**src/rtl/qed_pkg.sv**
```systemverilog
// ----------------------------------------------------------------------------
// qed_pkg: shared types for the quadrature encoder debounce decoder
// Holds the packed input item, result item and decoder state layouts.
// ----------------------------------------------------------------------------
package qed_pkg;

    localparam int unsigned CountWidth = 8;
    localparam int unsigned InBits     = 6;
    localparam int unsigned OutBits    = 3;
    localparam int unsigned DataWidth  = 8;

    localparam logic [CountWidth-1:0] DebounceTicksReset = 8'd3;

    // input transaction, pin_a in the lowest bit
    typedef struct packed {
        logic clear_moved;
        logic button_tick;
        logic encoder_tick;
        logic pin_switch;
        logic pin_b;
        logic pin_a;
    } item_t;

    // result transaction, button_pressed in the lowest bit
    typedef struct packed {
        logic direction;
        logic moved;
        logic button_pressed;
    } result_t;

    // decoder state carried from one transaction to the next
    typedef struct packed {
        logic                  prev_level_a;
        logic                  prev_level_b;
        logic                  armed_a;
        logic                  armed_b;
        logic [CountWidth-1:0] wait_count_a;
        logic [CountWidth-1:0] wait_count_b;
        logic                  active_a;
        logic                  active_b;
        logic                  moved_flag;
        logic                  last_direction;
        logic                  pressed_flag;
    } state_t;

    localparam state_t StateReset = '{
        prev_level_a:   1'b1,
        prev_level_b:   1'b1,
        armed_a:        1'b0,
        armed_b:        1'b0,
        wait_count_a:   '0,
        wait_count_b:   '0,
        active_a:       1'b0,
        active_b:       1'b0,
        moved_flag:     1'b0,
        last_direction: 1'b0,
        pressed_flag:   1'b0
    };

endpackage

```
**src/rtl/qed_step.sv**
```systemverilog
// ----------------------------------------------------------------------------
// qed_step: one decoder step
// Edge arming, debounce checks for channel A then B, button latch, result
// and read-and-clear of the moved flag, all as combinational logic.
// ----------------------------------------------------------------------------
module qed_step
    import qed_pkg::*;
(
    input  state_t                st,
    input  item_t                 item,
    input  logic [CountWidth-1:0] debounce_ticks,
    output state_t                st_next,
    output result_t               result
);

    logic arm_a;
    logic arm_b;

    // falling edge arms a channel
    assign arm_a = st.armed_a | (st.prev_level_a & ~item.pin_a);
    assign arm_b = st.armed_b | (st.prev_level_b & ~item.pin_b);

    always_comb begin
        st_next              = st;
        st_next.prev_level_a = item.pin_a;
        st_next.prev_level_b = item.pin_b;
        st_next.armed_a      = arm_a;
        st_next.armed_b      = arm_b;

        if (item.encoder_tick) begin
            // channel a: completing a step means right
            if (arm_a) begin
                if (st.wait_count_a >= debounce_ticks) begin
                    if (!item.pin_a) begin
                        if (st.active_b) begin
                            st_next.moved_flag     = 1'b1;
                            st_next.last_direction = 1'b1;
                            st_next.active_a       = 1'b0;
                            st_next.active_b       = 1'b0;
                        end else begin
                            st_next.active_a = 1'b1;
                        end
                    end else begin
                        st_next.active_a = 1'b0;
                    end
                    // counter restarts at one after a check
                    st_next.armed_a      = 1'b0;
                    st_next.wait_count_a = CountWidth'(1);
                end else begin
                    st_next.wait_count_a = CountWidth'(st.wait_count_a + 1'b1);
                end
            end

            // channel b sees channel a's update: completing means left
            if (arm_b) begin
                if (st.wait_count_b >= debounce_ticks) begin
                    if (!item.pin_b) begin
                        if (st_next.active_a) begin
                            st_next.moved_flag     = 1'b1;
                            st_next.last_direction = 1'b0;
                            st_next.active_a       = 1'b0;
                            st_next.active_b       = 1'b0;
                        end else begin
                            st_next.active_b = 1'b1;
                        end
                    end else begin
                        st_next.active_b = 1'b0;
                    end
                    st_next.armed_b      = 1'b0;
                    st_next.wait_count_b = CountWidth'(1);
                end else begin
                    st_next.wait_count_b = CountWidth'(st.wait_count_b + 1'b1);
                end
            end
        end

        // button latch, pin is active low
        if (item.button_tick) begin
            st_next.pressed_flag = ~item.pin_switch;
        end

        result.button_pressed = st_next.pressed_flag;
        result.moved          = st_next.moved_flag;
        result.direction      = st_next.last_direction;

        // moved flag clears only after it has been reported
        if (item.clear_moved) begin
            st_next.moved_flag = 1'b0;
        end
    end

endmodule

```
**src/rtl/quadrature_encoder_debounce_decoder_core.sv**
```systemverilog
// ----------------------------------------------------------------------------
// quadrature_encoder_debounce_decoder_core: encoder and button debounce top
// Input register, one decoder step, result register, stream handshakes.
// ----------------------------------------------------------------------------
// The input transaction is captured in the input register, and its result is
// registered in the result register, which drives m_tvalid.
// Throughput: one transaction per cycle unless m_tready stalls; the state
// update is one pass of the step logic between input and result registers.
// Reset: synchronous active-low aresetn empties both registers, restores
// the decoder state and sets debounce_ticks to 3.
module quadrature_encoder_debounce_decoder_core
    import qed_pkg::*;
(
    input  logic                  aclk,
    input  logic                  aresetn,
    // configuration
    input  logic                  cfg_wr_en,
    input  logic [CountWidth-1:0] cfg_wr_data,  // debounce_ticks
    // input stream
    input  logic                  s_tvalid,
    output logic                  s_tready,
    // [0] pin_a, [1] pin_b, [2] pin_switch, [3] encoder_tick,
    // [4] button_tick, [5] clear_moved, [7:6] unused
    input  logic [DataWidth-1:0]  s_tdata,
    // result stream
    output logic                  m_tvalid,
    input  logic                  m_tready,
    // [0] button_pressed, [1] moved, [2] direction, [7:3] zero
    output logic [DataWidth-1:0]  m_tdata
);

    logic                  in_valid_reg;
    item_t                 in_item_reg;
    logic                  out_valid_reg;
    result_t               out_result_reg;
    state_t                state_reg;
    state_t                state_next;
    result_t               result_next;
    logic [CountWidth-1:0] debounce_ticks_reg;
    logic                  advance;

    // the step runs when the input register can move into the result register
    assign advance  = in_valid_reg && (!out_valid_reg || m_tready);
    assign s_tready = !in_valid_reg || advance;

    // configuration register
    always_ff @(posedge aclk) begin
        if (!aresetn) begin
            debounce_ticks_reg <= DebounceTicksReset;
        end else if (cfg_wr_en) begin
            debounce_ticks_reg <= cfg_wr_data;
        end
    end

    // input register
    always_ff @(posedge aclk) begin
        if (!aresetn) begin
            in_valid_reg <= 1'b0;
        end else if (s_tready) begin
            in_valid_reg <= s_tvalid;
        end
    end

    always_ff @(posedge aclk) begin
        if (s_tvalid && s_tready) begin
            in_item_reg <= item_t'(s_tdata[InBits-1:0]);
        end
    end

    qed_step u_step (
        .st             (state_reg),
        .item           (in_item_reg),
        .debounce_ticks (debounce_ticks_reg),
        .st_next        (state_next),
        .result         (result_next)
    );

    // decoder state
    always_ff @(posedge aclk) begin
        if (!aresetn) begin
            state_reg <= StateReset;
        end else if (advance) begin
            state_reg <= state_next;
        end
    end

    // result register
    always_ff @(posedge aclk) begin
        if (!aresetn) begin
            out_valid_reg <= 1'b0;
        end else if (advance) begin
            out_valid_reg <= 1'b1;
        end else if (m_tready) begin
            out_valid_reg <= 1'b0;
        end
    end

    always_ff @(posedge aclk) begin
        if (advance) begin
            out_result_reg <= result_next;
        end
    end

    assign m_tvalid = out_valid_reg;
    assign m_tdata  = {{(DataWidth-OutBits){1'b0}}, out_result_reg};

`ifndef ASSERT_OFF
    // a completed step always clears both active flags
    assert property (@(posedge aclk) disable iff (!aresetn)
        !(state_reg.active_a && state_reg.active_b))
        else $error("both channels active at once");

    // state only moves when a transaction goes through the step
    assert property (@(posedge aclk) disable iff (!aresetn)
        !advance |=> $stable(state_reg))
        else $error("decoder state changed without a step");

    // a step always leaves a result waiting
    assert property (@(posedge aclk) disable iff (!aresetn)
        advance |=> m_tvalid)
        else $error("step produced no result");

    // an empty input register always takes a transaction
    assert property (@(posedge aclk) disable iff (!aresetn)
        !in_valid_reg |-> s_tready)
        else $error("input stalled while empty");
`endif

endmodule
```
**config.mk**
```make
export PLATFORM = sky130hd
export DESIGN_NAME = quadrature_encoder_debounce_decoder_core
export DESIGN_NICKNAME = d
export VERILOG_FILES = /design/src/rtl/qed_pkg.sv /design/src/rtl/qed_step.sv /design/src/rtl/quadrature_encoder_debounce_decoder_core.sv
export SDC_FILE = /design/constraint.sdc
export NUM_CORES = 1
export LEC_CHECK = 0
export ABC_CLOCK_PERIOD_IN_PS = 5900
export BUFFER_PORTS_ARGS = -buffer_cell sky130_fd_sc_hd__buf_2
export CAP_MARGIN = 10
export CORE_ASPECT_RATIO = 1.4
export CORE_MARGIN = 3
export CORE_UTILIZATION = 40
export DETAILED_ROUTE_END_ITERATION = 8
export GPL_ROUTABILITY_DRIVEN = 0
export PLACE_DENSITY = 0.69
export SYNTH_ARGS = -nofsm -noshare
export SYNTH_HDL_FRONTEND = slang
export SYNTH_SLANG_ARGS = --single-unit
```
**constraint.sdc**
```tcl
create_clock -name aclk -period 5.9 [get_ports aclk]
set_input_delay 0.295 -clock aclk [delete_from_list [all_inputs] [get_ports aclk]]
set_output_delay 0.295 -clock aclk [all_outputs]
set_load 0.05 [all_outputs]
```
## After elaboration in Yosys (flattened, before gate mapping)

Index checks and enable logic that the tools add are counted.
Widths: inputs -> output; s select.

| operators by class | value |
|---|---|
| muxes and demuxes | 26 |
| magnitude comparators | 2 |
| bitwise logic cells | 7 |
| reduce and logical (&&, ||, !) cells | 10 |
| add/sub/neg operators | 2 |

Operators with widths:

| operator | number |
|---|---|
| $mux 8 | 3 |
| $mux 22 | 1 |
| $add 8x1->8 const B | 2 |
| $ge 8x8->1 | 2 |
| $mux 4 | 4 |
| $mux 1 | 13 |
| $mux 12 | 1 |
| $mux 2 | 3 |
| $reduce_and 3->1 | 2 |
| $mux 3 | 1 |
| $not 1->1 | 3 |
| $and 1x1->1 | 2 |
| $logic_and 1x1->1 | 2 |
| $logic_not 1->1 | 2 |
| $logic_or 1x1->1 | 2 |
| $or 1x1->1 | 2 |
| $reduce_and 2->1 | 1 |
| $reduce_bool 2->1 | 1 |

| storage, ports and cells | value |
|---|---|
| flip-flop bits (word level) | 44 |
| input port bits | 21 |
| logic and storage cells | 70 |

## Depth between registers and ports, before layout

| logic depth | value |
|---|---|
| depth after elaboration | 11 |
| mapped depth | 8 |
| depth with buffers taken out | 8 |

## By module

From an unflattened synthesis, not the netlist that was laid out.

| second synthesis, totals | value |
|---|---|
| cell total of the unflattened synthesis | 314 |
| area, all modules | 2,731.4 um2 |

By module, submodules not included:

| module | area each (um2) | cells an instance | times used |
|---|---|---|---|
| quadrature_encoder_debounce_decoder_core | 1,724.2 | 159 | 1 |
| qed_step | 1,007.2 | 155 | 1 |

## Worst setup path after synthesis

OpenSTA, ideal clock, no wires.

| path | value |
|---|---|
| path kind | register -> register |
| start point | register state_reg[13] (netlist bit) |
| end point | register state_reg[3] (netlist bit) |
| data required time | 5.830 ns |
| buffers on the path | 0 |
| slack | 3.561 ns |
| data arrival time | 2.269 ns |
| cell stages (with the launch flop) | 9 |
| cell sequence | dfxtp_1 > inv_1 > ha_1 > nand2b_4 > a2111oi_4 > o32ai_1 > mux2_4 > or4_1 > a21boi_1 |

| on the way | value |
|---|---|
| longest elaborated chain between the ends | 8 |

RTL lines:

| what | line | text |
|---|---|---|
| start, declared | quadrature_encoder_debounce_decoder_core.sv:36 | `state_t state_reg;` |
| start signal, assigned | quadrature_encoder_debounce_decoder_core.sv:81 | `state_reg <= StateReset;` |
| start signal, assigned | quadrature_encoder_debounce_decoder_core.sv:83 | `state_reg <= state_next;` |
| $ge 8x8->1 * | qed_step.sv:33 | `if (st.wait_count_a >= debounce_ticks) begin` |
| $mux 4 * | qed_step.sv:33 |  |
| $mux 4 * | qed_step.sv:32 | `if (arm_a) begin` |
| $mux 4 * | qed_step.sv:30 | `if (item.encoder_tick) begin` |
| $mux 1 | qed_step.sv:58 | `if (st_next.active_a) begin` |
| $mux 1 | qed_step.sv:57 | `if (!item.pin_b) begin` |
| $mux 4 | qed_step.sv:56 | `if (st.wait_count_b >= debounce_ticks) begin` |
| $mux 12 * | qed_step.sv:55 | `if (arm_b) begin` |

Every way passes the cells marked *; elsewhere a longest branch is shown, timed or not. The select of a mux whose other input is x is not followed.
A chain may end at the register's enable or synchronous reset.

## Worst setup path in the final report

Ends and elaborated chain as after synthesis.

==> metrics <==
Final ANT Viol Nets 0; critical path type flop to flop; Pre-antenna DRT Iters 4; synthesized flop and latch total 44; RSZ-0062 raised after global routing false; DR iter-0 viols 47; Clock Skews 0.00626 ns; yosys warns 0; Slowest Stage Delay on Critical Path about 0.50 ns; CORE AREA approximately 0.0053 sq mm; routed len/inst around 12 microns; Cell variety after synth 43; WP buf/inv 1; die height 94.5 microns; Syn Area/Cell 9.61 sq um; Ant. Diodes 0; initial core utilization a little over two fifths; drt total wl between 3000 and 4000 microns; LEAKAGE 1.07 nW; Mapped Area roughly 0.0022 sq mm; R2R setup slack ~3.4 ns; status finished, final reports clean; GRT overflow 0; Tmin final 2.51 ns; Die ar. about 0.0065 sq mm; area grow syn2layout 12.1%; Final #Nets between 200 and 300; CTS tree yes; share of synthesized flip-flops with an asynchronous set or reset 0%; largest net degree at the start of global routing 25; vias in the first global route 1556; Slew Viols, Final 0; Site Rows 31; clock sink total 44; sequential share of the synthesized area between 40% and 50%; Clk Tree Root Cell clkbuf_8; Final period util 42.5%; Post-synth EDFFs 9; Fmax ~0.40 GHz; Die X about 69 microns; max reg flops 25; maximum vdd ir drop 0.140 mV; TNS Setup 0 ns; total of max-cap violations 0; H-tree levels 2; Worst Path Max Fanout 6; TritonCTS Buffers 5; clk_lat worst skew approximately 0.29 ns; Hold WC Path Type input pin to flop; Worst path slowest cell or4_1; PortBufs 23; hold_buf cts 0; Gate Count Post-Synth 233; Fillers 509; share of cells above drive strength 1 around 14%; CP startpoint kind flop; Via density 5.00; Clock Path Buffers 2; final-report setup violation count 0; Hold Vio Cnt, Final 0; clk slew on worst S/H paths around 0.080 ns; Slew headroom between 40% and 50%; critical path arrival 2.74 ns; crit end category flop; Power Density 246 mW/mm^2; Crit path max-delay family compound AO/OA/AOI/OAI gates; initial antenna violation count 0; Post-synth top flop dfxtp_1; hpwl dp slightly above 3000 microns; required time worst endpoint around 6.1 ns; first-pass GRT wire length 6850 microns; DR DRC count 0; Tot GR Track Use 12.9%; Post-CTS Setup Bufs 0; DR vias 1625; worst path cell trace inv_1 -> ha_1 -> nand2b_4 -> a2111oi_4 -> o32ai_1 -> mux2_4 -> or4_1 -> a21boi_1; worst hold slack around 0.17 ns; Ports 31; worst-margin pin slew between 0.7 and 0.8 ns; post-CTS sizing 0
-- kinds of logic after synthesis --
family          Yosys count  synth area share [%]
compound gates           44                  14.8
xor+xnor                 12                  4.69
fa+ha+maj                18                  10.1
buf+inv                  23                  4.69
flops                    44                  43.4
mux                       9                  4.25
other cells               1                 0.167
simple gates             82                  18.0
-- layout make-up --
cell class	instances	area, sq um	area share, %
clock inverter	3	42.5	1.69
multi-input combinational	170	1180	46.9
tap	66	82.6	3.29
clock buffer	5	68.8	2.74
sequential	44	971	38.7
inverter	14	52.6	2.09
timing repair buffer	23	115	4.58
-- per-layer routing --
| layer | wire length [microns] | GRT usage (%) | up-vias | share of wire, % |
|---|---|---|---|---|
| met1 | 1840 | 14.6 | 738 | 46 |
| li1 | - | - | 852 | - |
| met5 | 0 | 0 | - | 0 |
| met2 | 1960 | 24.0 | 28 | 49 |
| met4 | 46 | 3.42 | 0 | 1.2 |
| met3 | 141 | 3.30 | 7 | 3.5 |
-- synth_stat cells (2+ instances only) --
master	n	area [sq um]
nand3_1	3	15.0
o31ai_1	2	15.0
and3_1	2	12.5
ha_1	18	225
a21boi_0	3	22.5
o21a_1	4	30.0
nor2_1	21	78.8
clkbuf_1	4	15.0
nand4_1	7	43.8
edfxtp_1	9	270
xnor2_1	6	52.6
and2_1	7	43.8
buf_4	5	37.5
nand2_1	26	97.6
xor2_1	6	52.6
dfxtp_1	35	701
o21ai_0	5	25.0
a21oi_1	11	55.1
a21o_1	2	15.0
nand2b_1	3	18.8
inv_1	13	48.8
mux2i_1	8	80.1
nor2b_1	10	62.6
o211ai_1	3	22.5
a31oi_1	2	12.5
-- layout by cell type, fill, tap and decap left out, types with 2 or more instances in the layout --
| master | synthesis | routed |
|---|---|---|
| a21boi_0 | 3 | 3 |
| a21o_1 | 2 | 2 |
| a21oi_1 | 11 | 11 |
| a31oi_1 | 2 | 2 |
| and2_1 | 7 | 7 |
| and3_1 | 2 | 2 |
| buf_2 | 0 | 23 |
| clkbuf_8 | 0 | 5 |
| clkinv_1 | 1 | 2 |
| conb_1 | 1 | 5 |
| dfxtp_1 | 35 | 35 |
| edfxtp_1 | 9 | 9 |
| ha_1 | 18 | 18 |
| inv_1 | 13 | 13 |
| mux2i_1 | 8 | 8 |
| nand2_1 | 26 | 26 |
| nand2b_1 | 3 | 3 |
| nand3_1 | 3 | 3 |
| nand4_1 | 7 | 7 |
| nor2_1 | 21 | 21 |
| nor2b_1 | 10 | 10 |
| o211ai_1 | 3 | 3 |
| o21a_1 | 4 | 4 |
| o21ai_0 | 5 | 5 |
| o31ai_1 | 2 | 2 |
| xnor2_1 | 6 | 6 |
| xor2_1 | 6 | 6 |
-- worst paths after layout --
| path | from | to | cells past startpoint |
|---|---|---|---|
| min | s_tdata[2] | in_item_reg[2] | 1 |
| max | state_reg[13] | state_reg[3] | 8 |
| min reg2reg | state_reg[0] | state_reg[0] | 2 |
| max reg2reg | state_reg[13] | state_reg[3] | 8 |
-- power by group --
part / switching [mW] / leakage, nW / internal, mW
combinational: 0.0410 / 0.642 / 0.0236
sequential: 0.00694 / 0.373 / 0.317
clock: 0.104 / 0.0558 / 0.125
total: 0.152 / 1.07 / 0.466
-- stage by stage --
step           util, %  setup slack, ns  std cells  area, sq um  power [mW]
6_report          47.3             3.39        325         2510       0.618
5_1_grt           47.3             3.28        325         2510       0.645
4_1_cts           47.3             3.39        325         2510       0.626
3_5_place_dp      45.2             3.40        317         2400       0.396
3_3_place_gp      45.2             3.46        317         2400       0.394
2_1_floorplan        -             3.56        237         2250       0.381
(Power assumes the default switching activity.)
